<file path="config.mk">
export PLATFORM = sky130hd
export DESIGN_NAME = pip_ctrl
export DESIGN_NICKNAME = d
export VERILOG_FILES = /design/src/rtl/pip_pkg.sv /design/src/rtl/pip_ctrl.sv
export SDC_FILE = /design/constraint.sdc
export NUM_CORES = 1
export LEC_CHECK = 0
export BUFFER_PORTS_ARGS = -buffer_cell sky130_fd_sc_hd__buf_2
export CAP_MARGIN = 20
export CORE_ASPECT_RATIO = 1.75
export CORE_MARGIN = 4
export CORE_UTILIZATION = 45
export CTS_CLUSTER_SIZE = 25
export DETAILED_ROUTE_END_ITERATION = 10
export HOLD_SLACK_MARGIN = 0.03
export PLACE_DENSITY_LB_ADDON = 0.3
export SLEW_MARGIN = 5
export SYNTH_ARGS = -nofsm -noshare
export SYNTH_HDL_FRONTEND = slang
export SYNTH_SLANG_ARGS = --single-unit
export TNS_END_PERCENT = 5
</file>
<file path="constraint.sdc">
create_clock -name clk -period 1.96 [get_ports clk]
set_input_delay 0.098 -clock clk [delete_from_list [all_inputs] [get_ports clk]]
set_output_delay 0.098 -clock clk [all_outputs]
set_load 0.005 [all_outputs]
</file>
<file path="src/rtl/pip_pkg.sv">
package pip_pkg;

  localparam int MAX_VERTICES = 64;
  localparam int COORD_BITS   = 32;
  localparam int ADDR_W       = $clog2(MAX_VERTICES);
  localparam int CNT_W        = $clog2(MAX_VERTICES + 1);
  localparam int EPS_W        = 16;
  localparam int DIFF_W       = COORD_BITS + 1;
  localparam int ACC_W        = 2 * DIFF_W + 2;
  localparam int ROOT_W       = ACC_W / 2;
  localparam int REM_W        = ROOT_W + 2;
  localparam int MUL_W        = ROOT_W + 1;
  localparam int PROD_W       = 2 * MUL_W;
  localparam int NORM_BITS    = 30;
  localparam int CORD_STEPS   = 32;
  localparam int CRD_W        = NORM_BITS + 4;
  localparam int ANG_W        = NORM_BITS + 4;
  localparam int SUM_W        = ANG_W + ADDR_W;
  localparam int STEP_W       = 6;
  localparam int MUL_STEPS    = 14;
  localparam int EPS_SHIFT    = 14;

  localparam logic signed [SUM_W:0]   TWO_PI_Q30  = (SUM_W + 1)'(64'sd6746518852);
  localparam logic signed [ANG_W-1:0] HALF_PI_Q30 = ANG_W'(64'sd1686629713);

  localparam logic [3:0] SEL_EPS_ROOT = 4'd14;
  localparam logic [2:0] PAIR_A2  = 3'd0;
  localparam logic [2:0] PAIR_B2  = 3'd1;
  localparam logic [2:0] PAIR_UE  = 3'd2;
  localparam logic [2:0] PAIR_WE  = 3'd3;
  localparam logic [2:0] PAIR_CR  = 3'd4;
  localparam logic [2:0] PAIR_C2  = 3'd5;
  localparam logic [2:0] PAIR_DOT = 3'd6;

  localparam logic CMD_LOAD  = 1'b0;
  localparam logic CMD_QUERY = 1'b1;

  typedef enum logic [4:0] {
    OP_NONE, OP_LOAD, OP_QSTART, OP_READ0, OP_READJ, OP_LDA, OP_LDB, OP_DIFF,
    OP_MUL, OP_SQRT_INIT, OP_SQRT, OP_MULC, OP_NORM_INIT, OP_NORM,
    OP_CORD_INIT, OP_CORD, OP_ACC, OP_RESULT
  } dp_op_t;

  typedef enum logic [1:0] {RES_NONE, RES_VERTEX, RES_EDGE, RES_SUM} res_kind_t;

  typedef enum logic [4:0] {
    ST_IDLE, ST_RD0, ST_LDA, ST_RDJ, ST_LDB, ST_DIFF, ST_MUL, ST_VTEST,
    ST_SQRT_INIT, ST_SQRT, ST_MULC, ST_ETEST, ST_NORM_INIT, ST_NORM,
    ST_CORD_INIT, ST_CORD, ST_ACC, ST_OUT
  } state_t;

  typedef struct packed {
    dp_op_t            op;
    logic [STEP_W-1:0] idx;
    res_kind_t         res;
  } dp_cmd_t;

  typedef struct packed {
    logic cnt_zero;
    logic cnt_one;
    logic last_edge;
    logic vertex_hit;
    logic edge_hit;
    logic ang_zero;
    logic norm_done;
    logic out_free;
  } dp_status_t;

  function automatic logic [ANG_W-1:0] atan_q30(input logic [4:0] i);
    logic [ANG_W-1:0] r;
    case (i)
      5'd0:  r = ANG_W'(32'h3243F6A8);
      5'd1:  r = ANG_W'(32'h1DAC6705);
      5'd2:  r = ANG_W'(32'h0FADBAFC);
      5'd3:  r = ANG_W'(32'h07F56EA6);
      5'd4:  r = ANG_W'(32'h03FEAB76);
      5'd5:  r = ANG_W'(32'h01FFD55B);
      5'd6:  r = ANG_W'(32'h00FFFAAA);
      5'd7:  r = ANG_W'(32'h007FFF55);
      5'd8:  r = ANG_W'(32'h003FFFEA);
      5'd9:  r = ANG_W'(32'h001FFFFD);
      5'd10: r = ANG_W'(32'h000FFFFF);
      5'd11: r = ANG_W'(32'h0007FFFF);
      5'd12: r = ANG_W'(32'h0003FFFF);
      5'd13: r = ANG_W'(32'h0001FFFF);
      5'd14: r = ANG_W'(32'h0000FFFF);
      5'd15: r = ANG_W'(32'h00007FFF);
      5'd16: r = ANG_W'(32'h00003FFF);
      5'd17: r = ANG_W'(32'h00001FFF);
      5'd18: r = ANG_W'(32'h00000FFF);
      5'd19: r = ANG_W'(32'h000007FF);
      5'd20: r = ANG_W'(32'h000003FF);
      5'd21: r = ANG_W'(32'h000001FF);
      5'd22: r = ANG_W'(32'h000000FF);
      5'd23: r = ANG_W'(32'h0000007F);
      5'd24: r = ANG_W'(32'h0000003F);
      5'd25: r = ANG_W'(32'h0000001F);
      5'd26: r = ANG_W'(32'h0000000F);
      5'd27: r = ANG_W'(32'h00000008);
      5'd28: r = ANG_W'(32'h00000004);
      5'd29: r = ANG_W'(32'h00000002);
      5'd30: r = ANG_W'(32'h00000001);
      default: r = '0;
    endcase
    return r;
  endfunction

endpackage

</file>
<file path="src/rtl/pip_ctrl.sv">
module pip_ctrl import pip_pkg::*; (
  input  logic       clk,
  input  logic       rst,
  input  logic       in_valid,
  input  logic       command,
  output logic       in_ready,
  input  dp_status_t status,
  output dp_cmd_t    cmd
);

  state_t            state, state_next;
  logic [STEP_W-1:0] cnt, cnt_next;
  res_kind_t         res_q, res_q_next;

  always_ff @(posedge clk) begin
    if (rst) begin
      state <= ST_IDLE;
      cnt   <= '0;
      res_q <= RES_NONE;
    end else begin
      state <= state_next;
      cnt   <= cnt_next;
      res_q <= res_q_next;
    end
  end

  always_comb begin
    state_next = state;
    cnt_next   = cnt;
    res_q_next = res_q;
    in_ready   = 1'b0;
    cmd.op     = OP_NONE;
    cmd.idx    = cnt;
    cmd.res    = res_q;
    case (state)
      ST_IDLE: begin
        in_ready = 1'b1;
        if (in_valid) begin
          if (command == CMD_LOAD) begin
            cmd.op = OP_LOAD;
          end else begin
            cmd.op = OP_QSTART;
            if (status.cnt_zero) begin
              res_q_next = RES_SUM;
              state_next = ST_OUT;
            end else if (status.cnt_one) begin
              res_q_next = RES_NONE;
              state_next = ST_OUT;
            end else begin
              state_next = ST_RD0;
            end
          end
        end
      end
      ST_RD0: begin
        cmd.op     = OP_READ0;
        state_next = ST_LDA;
      end
      ST_LDA: begin
        cmd.op     = OP_LDA;
        state_next = ST_RDJ;
      end
      ST_RDJ: begin
        cmd.op     = OP_READJ;
        state_next = ST_LDB;
      end
      ST_LDB: begin
        cmd.op     = OP_LDB;
        state_next = ST_DIFF;
      end
      ST_DIFF: begin
        cmd.op     = OP_DIFF;
        cnt_next   = '0;
        state_next = ST_MUL;
      end
      ST_MUL: begin
        cmd.op = OP_MUL;
        if (cnt == STEP_W'(MUL_STEPS)) begin
          state_next = ST_VTEST;
        end else begin
          cnt_next = cnt + 1'b1;
        end
      end
      ST_VTEST: begin
        if (status.vertex_hit) begin
          res_q_next = RES_VERTEX;
          state_next = ST_OUT;
        end else begin
          state_next = ST_SQRT_INIT;
        end
      end
      ST_SQRT_INIT: begin
        cmd.op     = OP_SQRT_INIT;
        cnt_next   = '0;
        state_next = ST_SQRT;
      end
      ST_SQRT: begin
        cmd.op = OP_SQRT;
        if (cnt == STEP_W'(ROOT_W - 1)) begin
          state_next = ST_MULC;
        end else begin
          cnt_next = cnt + 1'b1;
        end
      end
      ST_MULC: begin
        cmd.op     = OP_MULC;
        state_next = ST_ETEST;
      end
      ST_ETEST: begin
        if (status.edge_hit) begin
          res_q_next = RES_EDGE;
          state_next = ST_OUT;
        end else begin
          state_next = ST_NORM_INIT;
        end
      end
      ST_NORM_INIT: begin
        cmd.op     = OP_NORM_INIT;
        state_next = ST_NORM;
      end
      ST_NORM: begin
        if (status.ang_zero) begin
          state_next = ST_ACC;
        end else if (status.norm_done) begin
          state_next = ST_CORD_INIT;
        end else begin
          cmd.op = OP_NORM;
        end
      end
      ST_CORD_INIT: begin
        cmd.op     = OP_CORD_INIT;
        cnt_next   = '0;
        state_next = ST_CORD;
      end
      ST_CORD: begin
        cmd.op = OP_CORD;
        if (cnt == STEP_W'(CORD_STEPS - 1)) begin
          state_next = ST_ACC;
        end else begin
          cnt_next = cnt + 1'b1;
        end
      end
      ST_ACC: begin
        cmd.op = OP_ACC;
        if (status.last_edge) begin
          res_q_next = RES_SUM;
          state_next = ST_OUT;
        end else begin
          state_next = ST_RDJ;
        end
      end
      ST_OUT: begin
        if (status.out_free) begin
          cmd.op     = OP_RESULT;
          state_next = ST_IDLE;
        end
      end
      default: begin
        state_next = ST_IDLE;
      end
    endcase
  end

endmodule

</file>
==> metrics.md <==
| Metric | Value |
|---|---|
| Run status | completed |
| Startpoint Class | register |
| Peak supply drop | just under 0.0006 V |
| Syn nets | 195 |
| Post-DRT Antenna Nets | 0 |
| CTS max path bufs | 2 |
| Multi-input logic area | 973.4 um2 |
| Fmax | 535.8 MHz |
| Commonest non-fill, non-tap cell in the layout | buf_2 |
| Avg Synthesized Cell Area | just over 7 um2 |
| Routability cong. | between 1 and 1.5 |
| Global route total overflow | 0 |
| Final Cycle Share | 0.9522 |
| DP Cell Count | about 240 |
| Drt first-iter violations | 63 |
| Final WS setup | approximately 0.094 ns |
| HPWL after DPL | 3.436 mm |
| Fin cells | 240 |
| Layout Area Growth over Synthesis | 24.09% |
| Setup TNS | 0 ns |
| Leakage | 0.6696 nW |
| DRT Pass-1 Iters | 4 |
| Diode count | 0 |
| DP Worst Slack | 0.003309 ns |
| Commonest cells after routing, fill and taps aside | 25 x buf_2, 16 x nand2_1, 15 x buf_4, 13 x nor2_1, 12 x o21ai_0 |
| I/O pin total | 26 |
| Clock Pin Slew Worst Setup and Hold Paths | 0.05 ns |
| Mean routed wirelength per cell | 18.02 um |
| Net count, final | 229 |
| Clock sink count | 13 |
| WP data required | 1.86 ns |
| PD cells | 1238 nW/um2 |
| Layout Skew | 0.001407 ns |
| Pin count of the biggest net entering global routing | 17 |
| Worst hold path type | in -> reg |
| Worst Tran Pin Value | between 0.3 and 0.4 ns |
| Clk root buf | clkbuf_8 |
| Power, Total | approximately 2 mW |
| Max-cap violations | 0 |
| Core area | 2721 um2 |
| First-pass GRT wire length | 7.038 mm |
| Post-synth top area share | 0.2037 |
| Number of synthesized flops with an enable pin | 0 |
| Min Clock Period, post-route | 1.866 ns |
| Die Wd | roughly 48 um |
| Hold buffer count at CTS | 0 |
| Setup repair bufs after CTS | 0 |
| Total Wirelength | 4.325 mm |
| IO Port Bufs | 25 |
| Die height | ~78 um |
| Share of cells above drive strength 1 | 0.2535 |
| Fillers | 280 |
| Arr. time, crit path | 1.77 ns |
| Synth cell types | 55 |
| CTS tree | built |
| Max-slew headroom | 0.7412 |
| Vias in the first global route | 1,584 |
| Kind of critical path | reg -> out |
| DR DRC count | 0 |
| Dominant synthesized flop cell | dfxtp_1 |
| Area of the die | 3789 um2 |
| Yosys reg bits | 13 |
| Initial antenna violation count | 0 |
| Cell taking the most area after synthesis | dfxtp_1 |
| RSZ-0062 raised after global routing | no |
| Htree depth | 1 |
| FF/Latch Area | between 200 and 300 um2 |
| Final hold violation count | 0 |
| # rows | 25 |
| Final Max Tran Viols | 0 |
| Via count | 1,605 |
| Tot GR Track Use | 0.2534 |
| Post-synthesis sequential area ratio | 0.2037 |
| Clk_lat worst skew | 0.25 ns |
| Via/cell ratio | 6.688 |
| Synth Warn # | 0 |
| Core Util, Final | 0.5825 |
| Mapped Area | 1277 um2 |
| Setup crit end kind | output pin |
| Initial core utilization | 0.4694 |
| Synth top area cells | dfxtp_1 20%, o21ai_0 5.1%, nand2_1 4.7% |
| FFs w/ async S/R, synth | 0 |
| Num CTS Buffers | 3 |
| Synth Instances | 180 |
| Setup Viol. Count Final | 0 |
| Crit path max fanout | 11 |
-- report_power, final --
group | internal [mW] | switching [mW] | total, mW
combinational | 0.579 | 0.726 | 1.31
clock | 0.144 | 0.100 | 0.244
sequential | 0.331 | 0.0812 | 0.413
-- registers in the layout (all words and copies together), names as in the netlist --
name	flops
cnt	6
state	5
res_q	2
-- critical path: stages (launching register included) --
cell and delay, ns:
dfxtp_1 0.40, buf_4 0.21, and2b_1 0.19, nand3_2 0.15
or2_2 0.34, o2111ai_1 0.08, buf_2 0.14
-- what timing repair did --
| action | CTS | global route |
|---|---|---|
| endpoints found under the setup margin | 4 | 13 |
| resized for setup | 2 | 10 |
| cloned | 0 | 0 |
-- layer usage --
layer  up-vias  share of wire  track usage
li1        752              -            -
met1       746           0.34       0.2535
met2        81           0.54       0.4346
met3        26          0.053      0.03211
met4         0          0.067       0.1779
met5         -              0            0
-- cells by family after synthesis --
kind of cell	count (synthesis)	share of synthesized area
XOR/XNOR	4	0.02743
AND/OR/NAND/NOR	76	0.3242
AO/OA/AOI/OAI	64	0.3457
flip-flops	13	0.2037
multiplexers	1	0.007836
adder cells (fa/ha/maj)	3	0.02939
buffers and inverters	19	0.06169
-- layout make-up --
class / count / area share
timing repair buffer: 40 / 0.1500
clock buffer: 4 / 0.02841
multi-input combinational: 148 / 0.6140
sequential: 13 / 0.1673
tap: 27 / 0.02131
inverter: 8 / 0.01894
-- per-stage QoR --
step | hold slack, ns | area, um2
floorplan | 0.3134 | 1277
global placement | 0.4203 | 1500
detailed placement | 0.4292 | 1500
CTS | 0.1684 | 1556
global route | 0.1812 | 1585
finish | 0.1662 | 1585
-- path summary, 6_finish.rpt --
path                                             from                     to  slack, ns  cells past startpoint
worst max-delay path            state[2]$_SDFFE_PP0P_                 cmd[8]       0.09                      6
worst min-delay path                              rst  state[0]$_SDFFE_PP0P_       0.17                      2
worst max register to register  state[0]$_SDFFE_PP0P_  state[0]$_SDFFE_PP0P_       0.14                      5
worst min register to register  res_q[0]$_SDFFE_PP0P_  res_q[0]$_SDFFE_PP0P_       0.52                      2
-- cell usage after synthesis, types with 3 or more instances --
library cell	number
and3_1	3
nand3b_1	4
ha_1	3
dfxtp_1	13
inv_1	8
nor2_1	13
clkbuf_1	4
a311oi_1	4
a21oi_1	10
o211a_1	3
nand2_1	16
a31oi_1	7
xnor2_1	3
nor2b_1	3
o21ai_0	13
buf_2	5
nand2b_1	4
o22ai_1	5
nor3_1	7
nand3_1	9
Power figures use the tool's default switching activity.
